`config.mk`:
```
export PLATFORM = sky130hd
export DESIGN_NAME = recursive_lock_with_wait_queue_top
export DESIGN_NICKNAME = d
export VERILOG_FILES = /design/src/rlwq_pkg.sv /design/src/recursive_lock_with_wait_queue_top.sv /design/src/rlwq_wait_queue.sv
export SDC_FILE = /design/constraint.sdc
export NUM_CORES = 1
export LEC_CHECK = 0
export ABC_AREA = 0
export BUFFER_PORTS_ARGS = -buffer_cell sky130_fd_sc_hd__buf_2
export CORE_ASPECT_RATIO = 0.8
export CORE_MARGIN = 5
export CORE_UTILIZATION = 45
export DETAILED_ROUTE_END_ITERATION = 10
export SLEW_MARGIN = 20
export SYNTH_ARGS = -nofsm -noshare
export SYNTH_HDL_FRONTEND = slang
export SYNTH_SLANG_ARGS = --single-unit
export TNS_END_PERCENT = 20
```
`constraint.sdc`:
```
create_clock -name clock -period 11 [get_ports clock]
set_clock_uncertainty 0.05 [all_clocks]
set_input_delay 3.3 -clock clock [delete_from_list [all_inputs] [get_ports clock]]
set_output_delay 3.3 -clock clock [all_outputs]
set_load 0.03 [all_outputs]
```
`src/rlwq_pkg.sv`:
```
// ---------------------------------------------------------------------------
// rlwq_pkg: shared definitions for the recursive lock with wait queue
// Widths, queue sizing, command and status codes, queue status and control bundles.
// ---------------------------------------------------------------------------
package rlwq_pkg;

   // thread id and queue sizing
   localparam int ID_BITS     = 8;
   localparam int THREAD_W    = 8;
   localparam int WAIT_DEPTH  = 16;
   localparam int PTR_W       = (WAIT_DEPTH > 1) ? $clog2(WAIT_DEPTH) : 1;
   localparam int FILL_W      = $clog2(WAIT_DEPTH + 1);
   localparam int DEPTH_W     = 8;

   localparam logic [THREAD_W-1:0] ID_MASK =
      (ID_BITS >= THREAD_W) ? {THREAD_W{1'b1}} : THREAD_W'((1 << ID_BITS) - 1);
   localparam logic [DEPTH_W-1:0]  DEPTH_MAX = {DEPTH_W{1'b1}};

   // request commands
   localparam logic CMD_ACQUIRE = 1'b0;
   localparam logic CMD_RELEASE = 1'b1;

   // response status codes
   localparam logic [2:0] ST_GRANTED    = 3'd0;
   localparam logic [2:0] ST_BLOCKED    = 3'd1;
   localparam logic [2:0] ST_FREED      = 3'd2;
   localparam logic [2:0] ST_NESTED_REL = 3'd3;
   localparam logic [2:0] ST_QUEUE_OVF  = 3'd4;
   localparam logic [2:0] ST_DEPTH_OVF  = 3'd5;
   localparam logic [2:0] ST_FREE_REL   = 3'd6;

   // wait queue status seen by the lock logic
   typedef struct packed {
      logic full;
      logic empty;
   } queue_stat_type;

   // wait queue controls from the lock logic
   typedef struct packed {
      logic push;
      logic pop;
   } queue_ctrl_type;

endpackage

```
`src/recursive_lock_with_wait_queue_top.sv`:
```
// ---------------------------------------------------------------------------
// recursive_lock_with_wait_queue_top: recursive lock with FIFO wait queue
// Holder, nest depth and wait queue updated once per request transfer.
// ---------------------------------------------------------------------------
// Usage:
//   Request channel (req_valid/req_ready): req_cmd selects acquire or
//   release, req_thread_id names the requesting thread.
//   Response channel (rsp_valid/rsp_ready): one response per request with
//   status, the thread woken by a release (if any), and the holder and nest
//   depth after the request.
//   The response is registered and appears the cycle after the request
//   transfer. One request per cycle while responses are taken; the lock
//   state, holder register and at most one queue entry update in that cycle.
//   req_ready is high while the response register is empty or is being
//   taken in the same cycle, so a stalled receiver holds the response and
//   stops further requests, with no loss.
//   Reset: synchronous; the lock is free, depth 0, the wait queue empty and
//   no response pending. Queue entries are not cleared.
//   The semaphore count is implied: 1 - holder valid - queue fill.
// ---------------------------------------------------------------------------
module recursive_lock_with_wait_queue_top (
   input  logic                           clock,
   input  logic                           reset,
   input  logic                           req_valid,
   output logic                           req_ready,
   input  logic                           req_cmd,
   input  logic [rlwq_pkg::THREAD_W-1:0]  req_thread_id,
   output logic                           rsp_valid,
   input  logic                           rsp_ready,
   output logic [2:0]                     rsp_status,
   output logic                           rsp_woken_valid,
   output logic [rlwq_pkg::THREAD_W-1:0]  rsp_woken_thread,
   output logic                           rsp_holder_valid,
   output logic [rlwq_pkg::THREAD_W-1:0]  rsp_holder_thread,
   output logic [rlwq_pkg::DEPTH_W-1:0]   rsp_nest_depth
);
   import rlwq_pkg::*;

   logic                owner_valid_ff, owner_valid_in;
   logic [THREAD_W-1:0] owner_id_ff, owner_id_in;
   logic [DEPTH_W-1:0]  depth_ff, depth_in;

   logic                rsp_valid_ff, rsp_valid_in;
   logic [2:0]          status_ff, status_in;
   logic                woken_valid_ff, woken_valid_in;
   logic [THREAD_W-1:0] woken_id_ff, woken_id_in;

   logic                accept;
   logic [THREAD_W-1:0] tid;
   logic [THREAD_W-1:0] head_id;
   queue_stat_type      qstat;
   queue_ctrl_type      qctrl;

   assign req_ready = !rsp_valid_ff || rsp_ready;
   assign accept    = req_valid && req_ready;
   assign tid       = req_thread_id & ID_MASK;

   // wait queue of blocked threads
   rlwq_wait_queue u_wait_queue (
      .clock   (clock),
      .reset   (reset),
      .ctrl    (qctrl),
      .push_id (tid),
      .head_id (head_id),
      .stat    (qstat)
   );

   // lock decision for the request in transfer
   always_comb begin
      owner_valid_in = owner_valid_ff;
      owner_id_in    = owner_id_ff;
      depth_in       = depth_ff;
      status_in      = status_ff;
      woken_valid_in = woken_valid_ff;
      woken_id_in    = woken_id_ff;
      qctrl          = '0;
      if (accept) begin
         woken_valid_in = 1'b0;
         woken_id_in    = '0;
         unique case (req_cmd)
            CMD_ACQUIRE: begin
               priority if (owner_valid_ff && owner_id_ff == tid) begin
                  if (depth_ff == DEPTH_MAX) begin
                     status_in = ST_DEPTH_OVF;
                  end else begin
                     depth_in  = depth_ff + DEPTH_W'(1);
                     status_in = ST_GRANTED;
                  end
               end else if (owner_valid_ff || !qstat.empty) begin
                  if (qstat.full) begin
                     status_in = ST_QUEUE_OVF;
                  end else begin
                     qctrl.push = 1'b1;
                     status_in  = ST_BLOCKED;
                  end
               end else begin
                  owner_valid_in = 1'b1;
                  owner_id_in    = tid;
                  depth_in       = DEPTH_W'(1);
                  status_in      = ST_GRANTED;
               end
            end
            CMD_RELEASE: begin
               priority if (!owner_valid_ff) begin
                  status_in = ST_FREE_REL;
               end else if (depth_ff > DEPTH_W'(1)) begin
                  depth_in  = depth_ff - DEPTH_W'(1);
                  status_in = ST_NESTED_REL;
               end else begin
                  status_in = ST_FREED;
                  if (!qstat.empty) begin
                     // hand over to the oldest waiter
                     qctrl.pop      = 1'b1;
                     woken_valid_in = 1'b1;
                     woken_id_in    = head_id;
                     owner_valid_in = 1'b1;
                     owner_id_in    = head_id;
                     depth_in       = DEPTH_W'(1);
                  end else begin
                     owner_valid_in = 1'b0;
                     owner_id_in    = '0;
                     depth_in       = '0;
                  end
               end
            end
            default: begin
               status_in = status_ff;
            end
         endcase
      end
   end

   // response register valid
   always_comb begin
      rsp_valid_in = rsp_valid_ff;
      if (accept) rsp_valid_in = 1'b1;
      else if (rsp_ready) rsp_valid_in = 1'b0;
   end

   // lock state and response control
   always_ff @(posedge clock) begin
      if (reset) begin
         owner_valid_ff <= 1'b0;
         owner_id_ff    <= '0;
         depth_ff       <= '0;
         rsp_valid_ff   <= 1'b0;
      end else begin
         owner_valid_ff <= owner_valid_in;
         owner_id_ff    <= owner_id_in;
         depth_ff       <= depth_in;
         rsp_valid_ff   <= rsp_valid_in;
      end
   end

   // response payload
   always_ff @(posedge clock) begin
      status_ff      <= status_in;
      woken_valid_ff <= woken_valid_in;
      woken_id_ff    <= woken_id_in;
   end

   assign rsp_valid         = rsp_valid_ff;
   assign rsp_status        = status_ff;
   assign rsp_woken_valid   = woken_valid_ff;
   assign rsp_woken_thread  = woken_id_ff;
   assign rsp_holder_valid  = owner_valid_ff;
   assign rsp_holder_thread = owner_id_ff;
   assign rsp_nest_depth    = depth_ff;

endmodule

```
`src/rlwq_wait_queue.sv`:
```
// ---------------------------------------------------------------------------
// rlwq_wait_queue: FIFO of blocked thread ids
// Circular buffer with head, tail and fill count; oldest id shown at head.
// ---------------------------------------------------------------------------
module rlwq_wait_queue (
   input  logic                            clock,
   input  logic                            reset,
   input  rlwq_pkg::queue_ctrl_type        ctrl,
   input  logic [rlwq_pkg::THREAD_W-1:0]   push_id,
   output logic [rlwq_pkg::THREAD_W-1:0]   head_id,
   output rlwq_pkg::queue_stat_type        stat
);
   import rlwq_pkg::*;

   logic [THREAD_W-1:0] entry_ff [WAIT_DEPTH];
   logic [PTR_W-1:0]    head_ff, head_in;
   logic [PTR_W-1:0]    tail_ff, tail_in;
   logic [FILL_W-1:0]   fill_ff, fill_in;

   // pointer advance with wrap at the queue depth
   function automatic logic [PTR_W-1:0] ptr_next(input logic [PTR_W-1:0] p);
      logic [PTR_W-1:0] r;
      if (p == PTR_W'(WAIT_DEPTH - 1)) r = '0;
      else r = p + PTR_W'(1);
      return r;
   endfunction

   assign head_id    = entry_ff[head_ff];
   assign stat.full  = (fill_ff == FILL_W'(WAIT_DEPTH));
   assign stat.empty = (fill_ff == '0);

   // next pointers and fill count; push and pop never coincide
   always_comb begin
      head_in = head_ff;
      tail_in = tail_ff;
      fill_in = fill_ff;
      if (ctrl.push) begin
         tail_in = ptr_next(tail_ff);
         fill_in = fill_ff + FILL_W'(1);
      end else if (ctrl.pop) begin
         head_in = ptr_next(head_ff);
         fill_in = fill_ff - FILL_W'(1);
      end
   end

   // control registers
   always_ff @(posedge clock) begin
      if (reset) begin
         head_ff <= '0;
         tail_ff <= '0;
         fill_ff <= '0;
      end else begin
         head_ff <= head_in;
         tail_ff <= tail_in;
         fill_ff <= fill_in;
      end
   end

   // entry storage, undefined until written
   always_ff @(posedge clock) begin
      if (ctrl.push) begin
         entry_ff[tail_ff] <= push_id;
      end
   end

endmodule

```
* Word-level counts from Yosys, hierarchy flattened
Memories as Yosys holds them, arrays and structs flattened. A register that Yosys moved wholly into a read port is not among the register bits. Index checks and enable logic that the tools add are counted.
Storage, ports and cells: bits in registers 43, latch bits 0, RAM bits 128, ROM bits 0, bits of input ports 13, output and inout bits 31, word-level logic and storage cells 90, memories kept 1
Memories:
- u_wait_queue.entry_ff | words 16, bits a word 8, read ports 1, clocked after memory_dff 1, wr ports 1, line rlwq_wait_queue.sv:15 | logic [THREAD_W-1:0] entry_ff [WAIT_DEPTH];
Operators by class: add/sub/neg operators 6, $mul 0, div/mod/pow operators 0, magnitude comparators 1, eq/ne operators 11, shift-type cells 0, multiplexer cells 44, bitwise gates (word level) 3, reductions and logical operators 14
Operators by type and width (number):
- 8-bit two-way mux | 10
- 8-bit one-hot mux with 2 select lines | 2
- 1-bit two-way mux | 18
- 4-bit two-way mux | 4
- 3-bit two-way mux | 5
- 5-bit two-way mux | 2
- 4-bit by 1-bit adder with 4-bit output, second input constant | 2
- 8-bit by 1-bit adder with 8-bit output, second input constant | 1
- 4-bit equality test, second input constant | 2
- 8-bit equality test | 1
- 8-bit equality test, second input constant | 1
- 8-bit by 1-bit > comparator with 1-bit output, second input constant | 1
- 8-bit by 1-bit subtractor with 8-bit output, second input constant | 1
- 2-bit inequality test, second input constant | 3
- 3-bit inequality test, second input constant | 2
- 3-bit one-hot mux with 2 select lines | 1
- 5-bit by 1-bit adder with 5-bit output, second input constant | 1
- 5-bit equality test, second input constant | 1
- 5-bit logical NOT | 1
- 5-bit AND reduction | 1
- 5-bit by 1-bit subtractor with 5-bit output, second input constant | 1
- 4-bit AND reduction | 1
- 2-bit nonzero test | 2
- 1-bit inverter | 3
- 9 further kinds | 12

* Longest topological paths before layout
depth after elaboration 11, gate-level depth with buffers 13, depth with buffers taken out 11

* Cells and area by module
A second synthesis with hierarchy kept.
Second synthesis, totals: cell total of the unflattened synthesis 505, area total of the unflattened synthesis 7517.2 um^2
Modules (own cells, without submodules):
- rlwq_wait_queue | instances 1, cells each 305, area each 5795.6 um^2, seq. area each 4184.0 um^2
- recursive_lock_with_wait_queue_top | instances 1, cells each 200, area each 1721.7 um^2, seq. area each 720.7 um^2

* Worst setup path after synthesis
OpenSTA, ideal clock, no wires.
path type in2out, start point input port rsp_ready, end point output port req_ready, arrival time 3.616 ns, data required time 7.650 ns, slack 4.034 ns, stages on the path 1, buffers on the path 0, cells stage by stage nand2b_1
On the way: cells in the longest elaborated chain, start to end 1
Ends and longest elaborated chain:
- from (decl) | line recursive_lock_with_wait_queue_top.sv:29 | input logic rsp_ready,
- 1-bit logical OR | line recursive_lock_with_wait_queue_top.sv:54 | assign req_ready = !rsp_valid_ff || rsp_ready;
- to (decl) | line recursive_lock_with_wait_queue_top.sv:25 | output logic req_ready,
No other way between the ends.

* Worst setup path in the final report
Ends and elaborated chain as after synthesis.

==> impl_metrics.tcl <==
set metrics [dict create \
    result_of_the_run "finished clean" \
    worst_r2r_startpoint "rsp_holder_thread[1]" \
    insertion_delay_ns 0.43 \
    mappedNetlistArea_mm2 0.00747 \
    p_per_area_mw_per_mm2 180 \
    reg2reg_slack_ns 7.67 \
    ys_seq_area_share_pct 65.7 \
    detailed_routing_iterations_pass_1 5 \
    detail_route.wirelength_um 15800 \
    setup_tns_final_ns 0 \
    routed_via_density 5.65 \
    post_cts_buffers 0 \
    number_of_cells_upsized_or_downsized_after_cts 0 \
    leakagePower_nw 2.82 \
    worst_hold_path_type "flop to flop" \
    detail_route.iter0.violations 320 \
    max-vdd-ir-drop_mv 0.109 \
    report.final.slew_viol_count 0 \
    synthDominantCellAreaShare_pct 56.3 \
    cts.root.buffer_cell "sky130_fd_sc_hd__clkbuf_16" \
    synthArstFlopShare_pct 0 \
    num-nets-final 574 \
    top_level_ports 44 \
    synth.largest_area_cell "sky130_fd_sc_hd__edfxtp_1" \
    area_delta_synth_final_pct 13.0 \
    hold_depth 2 \
    grt.overflow.total 0 \
    gp_congestion 0.844 \
    final_core_util_pct 51.5 \
    via_count 4418 \
    clock_network_fraction_of_design_power_pct 36.8 \
    combinational_share_of_power_pct 13.5 \
    detail_route.drc_violations 0 \
    setup-violations-final 0 \
    kind_of_launch_point_of_the_worst_setup_path "input port" \
    critical_path.endpoint_type "primary output" \
    power.internal_w 0.00112 \
    report.final.hold_viol_count 0 \
    n_antenna_cell 0 \
    avgSynthCellArea_um2 14.6 \
    detailed_place_hpwl_um 10300 \
    worst_slew_pin_slew_ns 1.10 \
    synthesis.yosys.warnings 0 \
    max-slew-margin-rel_pct 26.4 \
    cts_sinks 175 \
    arrival_ns 3.77 \
    main_area_contributors_after_synthesis "sky130_fd_sc_hd__edfxtp_1, sky130_fd_sc_hd__mux4_2, sky130_fd_sc_hd__dfxtp_1" \
    tritoncts.num_buffers 17 \
    cp.required_ns 7.65 \
    all_layer_global_routing_usage_pct 16.9 \
    grt_first_pass_wirelength_um 24700 \
    core_area_mm2 0.0164 \
    tritoncts_clock_tree "yes" \
    cts-hold-fix-buffers 0 \
    criticalPathCategory "input port to primary output" \
    antenna_violating_nets_post_route 0 \
    dieHeight_um 125 \
    power.share.sequential_pct 49.6 \
    post_syn_nets 537 \
    initial_core_util_pct 45.6 \
    antenna_violations_before_repair 0 \
    worstPathMaxFanout 4 \
    timing.final.crit_period_ns 7.12 \
    net-switching-power_w 0.000401 \
    final_layout_size_suffix_gt1_share_pct 23.1 \
    maxClockFrequency_ghz 0.140 \
    critical_path.reg2reg.endpoint "u_wait_queue.fill_ff[4]" \
    wirelength_met1_um 7260 \
    sw_frac_of_total_pct 26.4 \
    first_global_vias 4253 \
    wl_met3_um 1100 \
    maximum_number_of_pins_on_one_net_before_global_route_repair 35 \
    met2_length_um 7260 \
    post_synth_inst_count 512 \
    dieArea_mm2 0.0193 \
    synthDistinctLibCells 47 \
    drv.max_cap_violation_count 0 \
    rsz0062_at_grt "false" \
    filler_cell_count 1390 \
    min-delay-start "u_wait_queue.fill_ff[2]" \
    most_frequently_used_flop_master_after_synthesis "sky130_fd_sc_hd__edfxtp_1" \
    synth_seq_cells 175 \
    worst_r2r_path_depth 11 \
    synth_enable_flop_cells 140 \
    htreeDepth 4 \
    route.top_layer_used "met4" \
    wl_per_instance_um 20.2 \
    hold-path-endpoint "u_wait_queue.fill_ff[2]" \
    portBuffers 43 \
    cts.path.max_buffers 2 \
    core.rowCount 42 \
    post-route-period-util_pct 64.8 \
    clk_pin_slew_ns 0.06 \
    dieWidth_um 154 \
]
## metal layers
metal  global-route usage [%]  vias up
met5                        0        -
met3                     4.42       17
met1                     24.8     2198
met2                     25.2      162
met4                     4.31        0
li1                         -     2041
## worst max-delay path, cell delays in order
cell and delay, ns:
sky130_fd_sc_hd__buf_2 0.09, sky130_fd_sc_hd__nand2b_1 0.18, sky130_fd_sc_hd__buf_2 0.20
## state kept, by name, indices dropped and copies added, names as in the netlist, named ones only
signal and cells:
rsp_holder_thread 8, rsp_holder_valid 1, rsp_nest_depth 8, rsp_status 3
rsp_valid 1, rsp_woken_thread 8, rsp_woken_valid 1, u_wait_queue.entry_ff 128
u_wait_queue.fill_ff 5, u_wait_queue.head_ff 4, u_wait_queue.tail_ff 4
## layout by cell type (no fill, tap or decap), types with 11 or more instances in the layout
master / netlist / final
sky130_fd_sc_hd__o22ai_1: 11 / 11
sky130_fd_sc_hd__nor2_1: 47 / 47
sky130_fd_sc_hd__ha_1: 11 / 11
sky130_fd_sc_hd__mux4_2: 35 / 35
sky130_fd_sc_hd__buf_2: 5 / 43
sky130_fd_sc_hd__inv_1: 16 / 16
sky130_fd_sc_hd__o21ai_0: 13 / 13
sky130_fd_sc_hd__dfxtp_1: 35 / 33
sky130_fd_sc_hd__a21oi_1: 36 / 36
sky130_fd_sc_hd__nand2_1: 27 / 27
sky130_fd_sc_hd__edfxtp_1: 140 / 140
sky130_fd_sc_hd__clkbuf_16: 0 / 17
sky130_fd_sc_hd__nand3_1: 13 / 13
## cell usage after synthesis (all sizes together), types with 2 or more instances
cell type  instances
edfxtp           140
nor2              47
a21oi             36
dfxtp             35
mux4              35
nand2             27
clkbuf            20
inv               16
nand3             13
o21ai             13
ha                11
nor3              11
o22ai             11
nor3b             10
xor2              10
buf                9
mux2i              9
mux2               6
nand2b             5
or3                5
a21o               4
xnor2              4
a211oi             3
a311oi             3
a31oi              3
and3               3
nor4               3
or4                3
a22oi              2
nand4              2
o31ai              2
## worst max-delay path by stage
stage,from,end,slack [ns],cells after the start
2_1_floorplan,rsp_ready,req_ready,4.03,1
3_3_place_gp,rsp_ready,req_ready,3.90,3
3_5_place_dp,rsp_ready,req_ready,3.88,3
4_1_cts,rsp_ready,req_ready,3.88,3
5_1_grt,rsp_ready,req_ready,3.85,3
6_report,rsp_ready,req_ready,3.88,3
## final cells by class
class | count | area, µm² | share of cell area (%)
Sequential cell | 175 | 4910 | 58.1
Multi-Input combinational cell | 292 | 2410 | 28.5
Clock buffer | 19 | 433 | 5.13
Tap cell | 220 | 275 | 3.26
Timing Repair Buffer | 47 | 245 | 2.91
Clock inverter | 13 | 114 | 1.35
Inverter | 16 | 60.1 | 0.712
## per-stage QoR
step	hold slack, ns	instance area, µm²	worst slack (ns)	instances	power (W)
floorplan	0.393	7470	4.03	512	0.000919
global placement	0.413	7890	3.90	750	0.000967
detailed placement	0.417	7890	3.88	750	0.000973
CTS	0.426	8440	3.88	782	0.00153
global route	0.443	8440	3.85	782	0.00159
finish	0.426	8440	3.88	782	0.00152
## logic make-up (layout without fill, tap and decap cells)
group / after synthesis / in the layout / synth area share [%]
fa+ha+maj: 12 / 12 / 2.11
mux: 50 / 50 / 12.7
flops: 175 / 175 / 65.7
xor+xnor: 14 / 14 / 1.64
simple gates: 133 / 133 / 8.78
compound gates: 83 / 83 / 6.68
buf+inv: 45 / 95 / 2.45
## power by group through the flow
stage / clock (W) / sequential [W] / combinational (W)
after floorplan: 0 / 0.000785 / 0.000134
after global placement: 0 / 0.000767 / 0.000200
after detailed placement: 0 / 0.000768 / 0.000204
after CTS: 0.000571 / 0.000754 / 0.000206
after global routing: 0.000603 / 0.000757 / 0.000227
final: 0.000560 / 0.000754 / 0.000206
No activity file was read; power rests on OpenSTA's default activity.
